==> src/rtl/prim_mst_pkg.sv <==
package prim_mst_pkg;

  // Graph size and field widths
  localparam int NODES    = 8;
  localparam int NODE_W   = 3;
  localparam int WEIGHT_W = 16;
  localparam int KEY_W    = WEIGHT_W + 1;
  localparam int IDX_W    = (NODES > 1) ? $clog2(NODES) : 1;
  localparam int CNT_W    = $clog2(NODES + 1);
  localparam int ADDR_W   = $clog2(NODES * NODES);
  localparam int MEM_DEPTH = NODES * NODES;

  // Key value above every edge weight
  localparam logic [KEY_W-1:0] INF_KEY = KEY_W'(1) << WEIGHT_W;

  typedef enum logic [2:0] {
    ST_IDLE,
    ST_INIT,
    ST_SCAN,
    ST_DECIDE,
    ST_RELAX,
    ST_EMIT
  } state_t;

  // Controller to datapath
  typedef struct packed {
    logic load;      // store the accepted matrix entry
    logic init;      // reset keys, parents, visited flags and scan tracker
    logic scan_step; // examine one node for the least key
    logic commit;    // mark the picked node visited, start relaxing
    logic relax_step;// one matrix read / key update
    logic scan_clr;  // restart the least-key search
    logic emit_start;// point at the first child node
    logic emit_step; // load one result into the output register
  } ctrl_cmd_t;

  // Datapath to controller
  typedef struct packed {
    logic scan_end;
    logic found;
    logic relax_end;
    logic emit_last;
    logic out_free;
  } ctrl_sts_t;

endpackage

==> src/rtl/prim_mst_if.sv <==
interface prim_mst_in_if import prim_mst_pkg::*; ();
  logic                valid;
  logic                ready;
  logic [NODE_W-1:0]   row_node;
  logic [NODE_W-1:0]   col_node;
  logic [WEIGHT_W-1:0] edge_weight;
  logic                last_entry;

  modport source (output valid, row_node, col_node, edge_weight, last_entry, input ready);
  modport sink   (input valid, row_node, col_node, edge_weight, last_entry, output ready);
endinterface

interface prim_mst_out_if import prim_mst_pkg::*; ();
  logic                valid;
  logic                ready;
  logic [NODE_W-1:0]   child_node;
  logic [NODE_W-1:0]   parent_node;
  logic [WEIGHT_W-1:0] tree_weight;
  logic                reached;
  logic                last_edge;

  modport source (output valid, child_node, parent_node, tree_weight, reached, last_edge,
                  input ready);
  modport sink   (input valid, child_node, parent_node, tree_weight, reached, last_edge,
                  output ready);
endinterface

==> src/rtl/prim_mst_ram.sv <==
module prim_mst_ram #(
  parameter int WIDTH = 16,
  parameter int DEPTH = 64
) (
  input  logic                     clk,
  input  logic                     we,
  input  logic [$clog2(DEPTH)-1:0] waddr,
  input  logic [WIDTH-1:0]         wdata,
  input  logic [$clog2(DEPTH)-1:0] raddr,
  output logic [WIDTH-1:0]         rdata
);

  logic [WIDTH-1:0] mem_r [DEPTH];
  logic [WIDTH-1:0] rdata_r;

  // One write port, one registered read port
  always_ff @(posedge clk) begin
    if (we) begin
      mem_r[waddr] <= wdata;
    end
    rdata_r <= mem_r[raddr];
  end

  assign rdata = rdata_r;

endmodule

==> src/rtl/prim_mst_ctrl.sv <==
module prim_mst_ctrl import prim_mst_pkg::*; (
  input  logic       clk,
  input  logic       rst_n,
  input  logic       in_valid,
  input  logic       in_last,
  output logic       in_ready,
  input  ctrl_sts_t  sts,
  output ctrl_cmd_t  cmd
);

  state_t state_r, state_nxt;

  always_ff @(posedge clk) begin
    if (!rst_n) begin
      state_r <= ST_IDLE;
    end else begin
      state_r <= state_nxt;
    end
  end

  // Next state
  always_comb begin
    state_nxt = state_r;
    unique case (state_r)
      ST_IDLE: begin
        if (in_valid && in_last) state_nxt = ST_INIT;
      end
      ST_INIT:   state_nxt = ST_SCAN;
      ST_SCAN: begin
        if (sts.scan_end) state_nxt = ST_DECIDE;
      end
      ST_DECIDE: state_nxt = sts.found ? ST_RELAX : ST_EMIT;
      ST_RELAX: begin
        if (sts.relax_end) state_nxt = ST_SCAN;
      end
      ST_EMIT: begin
        if (sts.out_free && sts.emit_last) state_nxt = ST_IDLE;
      end
      default: state_nxt = ST_IDLE;
    endcase
  end

  // Outputs
  always_comb begin
    cmd      = '0;
    in_ready = 1'b0;
    unique case (state_r)
      ST_IDLE: begin
        in_ready = 1'b1;
        cmd.load = in_valid;
      end
      ST_INIT:   cmd.init = 1'b1;
      ST_SCAN:   cmd.scan_step = 1'b1;
      ST_DECIDE: begin
        cmd.commit     = sts.found;
        cmd.emit_start = !sts.found;
      end
      ST_RELAX: begin
        cmd.relax_step = 1'b1;
        cmd.scan_clr   = sts.relax_end;
      end
      ST_EMIT:   cmd.emit_step = sts.out_free;
      default: ;
    endcase
  end

endmodule

==> src/rtl/prim_mst_dp.sv <==
module prim_mst_dp import prim_mst_pkg::*; (
  input  logic                clk,
  input  logic                rst_n,
  input  ctrl_cmd_t           cmd,
  output ctrl_sts_t           sts,
  input  logic [NODE_W-1:0]   in_row,
  input  logic [NODE_W-1:0]   in_col,
  input  logic [WEIGHT_W-1:0] in_weight,
  output logic                out_valid,
  input  logic                out_ready,
  output logic [NODE_W-1:0]   out_child,
  output logic [NODE_W-1:0]   out_parent,
  output logic [WEIGHT_W-1:0] out_weight,
  output logic                out_reached,
  output logic                out_last
);

  logic [KEY_W-1:0]    key_r [NODES];
  logic [KEY_W-1:0]    key_nxt [NODES];
  logic [IDX_W-1:0]    par_r [NODES];
  logic [IDX_W-1:0]    par_nxt [NODES];
  logic [NODES-1:0]    vis_r, vis_nxt;
  logic [CNT_W-1:0]    cnt_r, cnt_nxt;
  logic [KEY_W-1:0]    least_r, least_nxt;
  logic [IDX_W-1:0]    pick_r, pick_nxt;
  logic                found_r, found_nxt;

  logic                out_valid_r, out_valid_nxt;
  logic [NODE_W-1:0]   out_child_r, out_child_nxt;
  logic [NODE_W-1:0]   out_parent_r, out_parent_nxt;
  logic [WEIGHT_W-1:0] out_weight_r, out_weight_nxt;
  logic                out_reached_r, out_reached_nxt;
  logic                out_last_r, out_last_nxt;

  logic [IDX_W-1:0]    cur_idx;
  logic [CNT_W-1:0]    cnt_dec;
  logic [IDX_W-1:0]    upd_idx;
  logic                row_ok, col_ok;
  logic                mem_we;
  logic [ADDR_W-1:0]   mem_waddr, mem_raddr;
  logic [WEIGHT_W-1:0] mem_rdata;
  logic                emit_ok;

  assign cur_idx = cnt_r[IDX_W-1:0];
  assign cnt_dec = cnt_r - CNT_W'(1);
  assign upd_idx = cnt_dec[IDX_W-1:0];

  // Matrix store: entries written while loading, rows read while relaxing
  assign row_ok    = (32'(in_row) < NODES);
  assign col_ok    = (32'(in_col) < NODES);
  assign mem_we    = cmd.load && row_ok && col_ok;
  assign mem_waddr = ADDR_W'(ADDR_W'(in_row) * ADDR_W'(NODES) + ADDR_W'(in_col));
  assign mem_raddr = ADDR_W'(ADDR_W'(pick_r) * ADDR_W'(NODES) + ADDR_W'(cur_idx));

  prim_mst_ram #(
    .WIDTH (WEIGHT_W),
    .DEPTH (MEM_DEPTH)
  ) u_adj_ram (
    .clk   (clk),
    .we    (mem_we),
    .waddr (mem_waddr),
    .wdata (in_weight),
    .raddr (mem_raddr),
    .rdata (mem_rdata)
  );

  // Status
  assign sts.scan_end  = (cnt_r == CNT_W'(NODES - 1));
  assign sts.found     = found_r;
  assign sts.relax_end = (cnt_r == CNT_W'(NODES));
  assign sts.emit_last = (cnt_r == CNT_W'(NODES - 1));
  assign sts.out_free  = !out_valid_r || out_ready;

  // Tree state: keys, parents, visited flags, search tracker
  always_comb begin
    key_nxt   = key_r;
    par_nxt   = par_r;
    vis_nxt   = vis_r;
    cnt_nxt   = cnt_r;
    least_nxt = least_r;
    pick_nxt  = pick_r;
    found_nxt = found_r;

    if (cmd.init) begin
      for (int i = 0; i < NODES; i++) begin
        key_nxt[i] = INF_KEY;
        par_nxt[i] = '0;
      end
      key_nxt[0] = '0;
      vis_nxt    = '0;
    end

    if (cmd.init || cmd.scan_clr) begin
      cnt_nxt   = '0;
      least_nxt = INF_KEY;
      pick_nxt  = '0;
      found_nxt = 1'b0;
    end

    // Least-key search, one node a cycle, ties to the lower index
    if (cmd.scan_step) begin
      if (!vis_r[cur_idx] && (key_r[cur_idx] < least_r)) begin
        least_nxt = key_r[cur_idx];
        pick_nxt  = cur_idx;
        found_nxt = 1'b1;
      end
      cnt_nxt = cnt_r + CNT_W'(1);
    end

    if (cmd.commit) begin
      vis_nxt[pick_r] = 1'b1;
      cnt_nxt         = '0;
    end

    // Read issued for column cnt, update applied for column cnt-1
    if (cmd.relax_step) begin
      if (cnt_r != '0) begin
        if ((mem_rdata != '0) && !vis_r[upd_idx] &&
            ({1'b0, mem_rdata} < key_r[upd_idx])) begin
          key_nxt[upd_idx] = {1'b0, mem_rdata};
          par_nxt[upd_idx] = pick_r;
        end
      end
      if (!cmd.scan_clr) cnt_nxt = cnt_r + CNT_W'(1);
    end

    if (cmd.emit_start) begin
      cnt_nxt = CNT_W'(1);
    end

    if (cmd.emit_step) begin
      cnt_nxt = cnt_r + CNT_W'(1);
    end
  end

  // Result register
  assign emit_ok = vis_r[cur_idx] && (key_r[cur_idx] < INF_KEY);

  always_comb begin
    out_valid_nxt   = out_valid_r;
    out_child_nxt   = out_child_r;
    out_parent_nxt  = out_parent_r;
    out_weight_nxt  = out_weight_r;
    out_reached_nxt = out_reached_r;
    out_last_nxt    = out_last_r;
    if (out_valid_r && out_ready) begin
      out_valid_nxt = 1'b0;
    end
    if (cmd.emit_step) begin
      out_valid_nxt   = 1'b1;
      out_child_nxt   = NODE_W'(cnt_r);
      out_parent_nxt  = emit_ok ? NODE_W'(par_r[cur_idx]) : '0;
      out_weight_nxt  = emit_ok ? key_r[cur_idx][WEIGHT_W-1:0] : '0;
      out_reached_nxt = emit_ok;
      out_last_nxt    = sts.emit_last;
    end
  end

  always_ff @(posedge clk) begin
    if (!rst_n) begin
      vis_r       <= '0;
      cnt_r       <= '0;
      found_r     <= 1'b0;
      out_valid_r <= 1'b0;
    end else begin
      vis_r       <= vis_nxt;
      cnt_r       <= cnt_nxt;
      found_r     <= found_nxt;
      out_valid_r <= out_valid_nxt;
    end
  end

  always_ff @(posedge clk) begin
    key_r         <= key_nxt;
    par_r         <= par_nxt;
    least_r       <= least_nxt;
    pick_r        <= pick_nxt;
    out_child_r   <= out_child_nxt;
    out_parent_r  <= out_parent_nxt;
    out_weight_r  <= out_weight_nxt;
    out_reached_r <= out_reached_nxt;
    out_last_r    <= out_last_nxt;
  end

  assign out_valid   = out_valid_r;
  assign out_child   = out_child_r;
  assign out_parent  = out_parent_r;
  assign out_weight  = out_weight_r;
  assign out_reached = out_reached_r;
  assign out_last    = out_last_r;

endmodule

==> src/rtl/prim_minimum_spanning_tree_unit.sv <==
// Channel   Dir  Handshake       Payload
// in_ch     in   valid / ready   row_node, col_node, edge_weight, last_entry
// out_ch    out  valid / ready   child_node, parent_node, tree_weight, reached, last_edge
//
// Matrix entries are taken one per cycle while the unit is idle.
// An entry with last_entry set starts a run: a setup step, then per picked node a
// least-key search over all nodes, a decide step and row reads from the registered-read
// matrix RAM; a final search that finds no unvisited node with a finite key ends the run.
// Results then leave one per cycle (NODES-1 of them), each waiting while out_ch stalls.
// Reset (rst_n low, synchronous) returns to idle; the matrix contents are kept.
module prim_minimum_spanning_tree_unit import prim_mst_pkg::*; (
  input  logic            clk,
  input  logic            rst_n,
  prim_mst_in_if.sink     in_ch,
  prim_mst_out_if.source  out_ch
);

  ctrl_cmd_t cmd;
  ctrl_sts_t sts;
  logic      in_rdy;

  assign in_ch.ready = in_rdy;

  // Sequencer
  prim_mst_ctrl u_ctrl (
    .clk      (clk),
    .rst_n    (rst_n),
    .in_valid (in_ch.valid),
    .in_last  (in_ch.last_entry),
    .in_ready (in_rdy),
    .sts      (sts),
    .cmd      (cmd)
  );

  // Matrix, keys and result register
  prim_mst_dp u_dp (
    .clk         (clk),
    .rst_n       (rst_n),
    .cmd         (cmd),
    .sts         (sts),
    .in_row      (in_ch.row_node),
    .in_col      (in_ch.col_node),
    .in_weight   (in_ch.edge_weight),
    .out_valid   (out_ch.valid),
    .out_ready   (out_ch.ready),
    .out_child   (out_ch.child_node),
    .out_parent  (out_ch.parent_node),
    .out_weight  (out_ch.tree_weight),
    .out_reached (out_ch.reached),
    .out_last    (out_ch.last_edge)
  );

endmodule

==> src/flat_wrapper.sv <==
// flat-port wrapper written by rule: the top's interface ports become plain ports
module prim_minimum_spanning_tree_unit_flat import prim_mst_pkg::*;
  (clk, rst_n, in_ch_valid, in_ch_row_node, in_ch_col_node, in_ch_edge_weight, in_ch_last_entry, in_ch_ready, out_ch_valid, out_ch_child_node, out_ch_parent_node, out_ch_tree_weight, out_ch_reached, out_ch_last_edge, out_ch_ready);
  prim_mst_in_if in_ch_i ();
  prim_mst_out_if out_ch_i ();
  input  logic clk;
  input  logic rst_n;
  input wire logic [$bits(in_ch_i.valid)-1:0] in_ch_valid;
  input wire logic [$bits(in_ch_i.row_node)-1:0] in_ch_row_node;
  input wire logic [$bits(in_ch_i.col_node)-1:0] in_ch_col_node;
  input wire logic [$bits(in_ch_i.edge_weight)-1:0] in_ch_edge_weight;
  input wire logic [$bits(in_ch_i.last_entry)-1:0] in_ch_last_entry;
  output wire logic [$bits(in_ch_i.ready)-1:0] in_ch_ready;
  output wire logic [$bits(out_ch_i.valid)-1:0] out_ch_valid;
  output wire logic [$bits(out_ch_i.child_node)-1:0] out_ch_child_node;
  output wire logic [$bits(out_ch_i.parent_node)-1:0] out_ch_parent_node;
  output wire logic [$bits(out_ch_i.tree_weight)-1:0] out_ch_tree_weight;
  output wire logic [$bits(out_ch_i.reached)-1:0] out_ch_reached;
  output wire logic [$bits(out_ch_i.last_edge)-1:0] out_ch_last_edge;
  input wire logic [$bits(out_ch_i.ready)-1:0] out_ch_ready;
  assign in_ch_i.valid = in_ch_valid;
  assign in_ch_i.row_node = in_ch_row_node;
  assign in_ch_i.col_node = in_ch_col_node;
  assign in_ch_i.edge_weight = in_ch_edge_weight;
  assign in_ch_i.last_entry = in_ch_last_entry;
  assign in_ch_ready = in_ch_i.ready;
  assign out_ch_valid = out_ch_i.valid;
  assign out_ch_child_node = out_ch_i.child_node;
  assign out_ch_parent_node = out_ch_i.parent_node;
  assign out_ch_tree_weight = out_ch_i.tree_weight;
  assign out_ch_reached = out_ch_i.reached;
  assign out_ch_last_edge = out_ch_i.last_edge;
  assign out_ch_i.ready = out_ch_ready;
  prim_minimum_spanning_tree_unit u_core (.clk(clk), .rst_n(rst_n), .in_ch(in_ch_i), .out_ch(out_ch_i));
endmodule
==> config.mk <==
export PLATFORM = sky130hd
export DESIGN_NAME = prim_minimum_spanning_tree_unit_flat
export DESIGN_NICKNAME = d
export VERILOG_FILES = /design/src/rtl/prim_mst_pkg.sv /design/src/rtl/prim_mst_if.sv /design/src/rtl/prim_mst_ram.sv /design/src/rtl/prim_mst_ctrl.sv /design/src/rtl/prim_mst_dp.sv /design/src/rtl/prim_minimum_spanning_tree_unit.sv /design/src/flat_wrapper.sv
export SDC_FILE = /design/constraint.sdc
export NUM_CORES = 2
export LEC_CHECK = 0
export BUFFER_PORTS_ARGS = -buffer_cell sky130_fd_sc_hd__buf_4
export CAP_MARGIN = 20
export CORE_ASPECT_RATIO = 0.9
export CORE_MARGIN = 2
export CORE_UTILIZATION = 42
export CTS_BUF_LIST = sky130_fd_sc_hd__clkbuf_2
export CTS_CLUSTER_SIZE = 25
export DETAILED_ROUTE_END_ITERATION = 8
export SLEW_MARGIN = 10
export SYNTH_ARGS = -nofsm -noshare
export SYNTH_HDL_FRONTEND = slang
export SYNTH_HIERARCHICAL = 1
export SYNTH_SLANG_ARGS = --single-unit
export TNS_END_PERCENT = 10
==> constraint.sdc <==
create_clock -name clk -period 10.8 [get_ports clk]
set_clock_uncertainty 0.15 [all_clocks]
set_input_delay 3.24 -clock clk [delete_from_list [all_inputs] [get_ports clk]]
set_output_delay 3.24 -clock clk [all_outputs]
set_load 0.03 [all_outputs]
==> metrics <==
status=finished clean; most instantiated cells after synthesis=edfxtp_1 (1048), mux4_2 (267), dfxtp_1 (213); wire per inst=25.6 um; Synth warnings=6; total grt overflow=0; Initial Util=42.2%; cell internal pwr=7.03 mW; Worst EP required=12160 ps; clock edge transition at the registers on the reported setup and hold paths=110 ps; Hold Violations, Final=0; startpoint types=flop; number of synthesized flops with an enable pin=1048; fraction of registers with async set/reset=0%; Worst-Margin Slew=1160 ps; CTS resizes=0; Worst EP arrival=7910 ps; postcts setup bufs=0; FF/Latch Area=35700 um^2; Placed Cells=4463; initial drt markers=2971; Power Dens Cells=172 nW/um^2; clk_lat worst skew=1650 ps; area taken by multi-input logic gates=14700 um^2; combinational share of power=11.7%; Boundary Pins=53; Final setup viols=0; Yosys top cell area share=60.9%; CP cell instances=clkinv_1, ha_1, xor2_1, buf_4, nor2_1, buf_4, a22o_1, a221oi_1, and3_1, ha_1, a21o_1, a2111oi_0, or3_1, a41oi_1, nor3_2, buf_4, mux2_2; core footprint=123000 um^2; die area=126000 um^2; row count=122; r2r startpoint=u_core/u_dp/cnt_r[0]; hold_ws=321 ps; first-pass GRT wire length=189 mm; critical path type=reg -> reg; Worst R2R End=u_core/u_dp/par_r[11]; post-route cell area=56800 um^2; clock tree buffer depth=4; CP startpoint=u_core/u_dp/cnt_r[0]; count of different cell masters after synthesis=80; CTS tree=yes; Total Routed Length=129 mm; GRT Util Overall=20.3%; Max Fclk=0.153 GHz; Synth Instances=2872; post-layout min period=6540 ps; Cell Count, Final, Fillers Out=5023; DRT Pass-1 Iters=5; sequential share of power=56.0%; Sw Pwr=2.74 mW; CTS Buf Count=329; worst hold path class=reg -> reg; CP endpoint=u_core/u_dp/par_r[11]; H-tree Lvls=5; initial antenna violation count=5; vias in the first global route=28998; count leader, synth=edfxtp_1; relative slew slack=22.3%; die height=337 um; post-synthesis sequential area ratio=69.2%; HPWL after detailed placement=75.5 mm; Clock Power Share=32.3%; reg2reg path depth=17; DRC viols=0; CP max-delay cell=nor3_2; fraction of power spent switching nets=28.0%; Synth Register Bits=1261; DP Worst Slack=4090 ps; Max VDD drop=0.105 mV; Die Span X=374 um; synthesized area=51700 um^2; CTS Hold Buffers Added=0; unrepaired setup endpoints after global routing=no; placed cell area=53900 um^2; clk root buf=clkbuf_2; most used cell, CP=buf_4; fin worst setup slack=4260 ps; GPL Wtd Cong=0.853; share of cells above drive strength 1=33.1%; max_cap viols=0; Final Max Tran Viols=0; largest area contributor in the synthesized netlist=edfxtp_1; CP Max Fanout=37; post-DR vias/cell=5.68; Area Growth Syn to Fin=9.83%; syn_nets=2932; top cells by area, synth=edfxtp_1 (61%), mux4_2 (12%), dfxtp_1 (8.3%); worst hold stages=1; R2R Setup Slk=4260 ps; DRT antenna net count=0; NumNets Final=3244; via count=28517; largest net degree at the start of global routing=103; CP max stage delay=950 ps; Sink Count=1261; IO Port Bufs=52; crit share post-route=60.6%; crit end category=flop; Setup TNS Final=0 ps; Top FF cell, synth=edfxtp_1; leak pwr=19.0 nW; Syn Area/Cell=18.0 um^2; Filler Cell Count=10576
==> worst max-delay path: cells and delay by family (launching register included) <==
family	cells	cell delay, ps
compound gates	5	1230
xor+xnor	1	420
fa+ha+maj	2	670
mux	1	360
buf+inv	4	1340
flops	1	820
simple gates	4	1390
==> logic make-up after synthesis <==
group | after synthesis | share of synthesized area [%]
adder cells (fa/ha/maj) | 33 | 0.799
flip-flops | 1261 | 69.2
multiplexers | 555 | 18.1
AO/OA/AOI/OAI | 274 | 4.06
XOR/XNOR | 3 | 0.0509
AND/OR/NAND/NOR | 520 | 5.43
buffers and inverters | 226 | 2.46
==> final cells by class <==
cell class / instances / share of cell area [%]
multi-input cells: 1385 / 25.9
flip-flops and latches: 1261 / 63.0
well taps: 1612 / 3.55
repair buffers: 160 / 2.20
diodes: 9 / 0.0397
inverters: 47 / 0.311
clock buffers: 461 / 4.07
clock inverters: 88 / 0.899
==> layer usage <==
metal	vias up	track usage, %	wire, um
li1	12322	-	-
met1	14802	28.2	55300
met2	1219	32.2	61400
met3	174	4.04	9370
met4	0	7.12	2430
met5	-	0	0
==> worst min path at each step <==
stage	from	end	slack, ps
global route	u_core/u_dp/least_r[11]	u_core/u_dp/least_r[11]	340
finish	u_core/u_dp/least_r[4]	u_core/u_dp/least_r[4]	320
global placement	u_core/u_dp/least_r[12]	u_core/u_dp/least_r[12]	300
detailed placement	u_core/u_dp/least_r[4]	u_core/u_dp/least_r[4]	300
CTS	u_core/u_dp/least_r[4]	u_core/u_dp/least_r[4]	330
floorplan	u_core/u_dp/least_r[10]	u_core/u_dp/least_r[10]	280
==> per-stage QoR <==
stage	util [%]	total power, mW
6_report	46.3	9.77
5_1_grt	46.3	10.2
4_1_cts	46.3	9.89
3_5_place_dp	44.0	6.72
3_3_place_gp	43.9	6.70
2_1_floorplan	-	6.27
==> registers in the layout, summed over array words and instances, names as in the netlist, 4 cells and up <==
| register | cells |
|---|---|
| u_core/u_dp/cnt_r | 4 |
| u_core/u_dp/key_r | 136 |
| u_core/u_dp/least_r | 17 |
| u_core/u_dp/out_weight | 16 |
| u_core/u_dp/par_r | 24 |
| u_core/u_dp/u_adj_ram/mem_r | 1024 |
| u_core/u_dp/u_adj_ram/rdata | 16 |
| u_core/u_dp/vis_r | 8 |
==> placed cells by master (no fill, tap or decap), types with 28 or more instances in the layout <==
cell / instances
a22oi_1: 70
mux2_2: 142
inv_1: 45
nor2b_1: 185
mux2_4: 38
mux2i_1: 104
clkbuf_2: 461
a21oi_1: 28
clkinv_1: 62
mux4_2: 267
edfxtp_1: 1048
nand3_1: 28
nand2_1: 84
dfxtp_1: 208
ha_1: 33
a221oi_1: 32
buf_4: 154
nor2_1: 108
==> power by group through the flow <==
stage                     Combinational [mW]  Sequential [mW]  Clock, mW
after floorplan                        0.796             5.47          0
after global placement                  1.12             5.58          0
after detailed placement                1.14             5.58          0
after CTS                               1.14             5.47       3.27
after global routing                    1.21             5.48       3.52
final                                   1.14             5.47       3.15
Note: power is estimated with default switching activity, not from simulation.
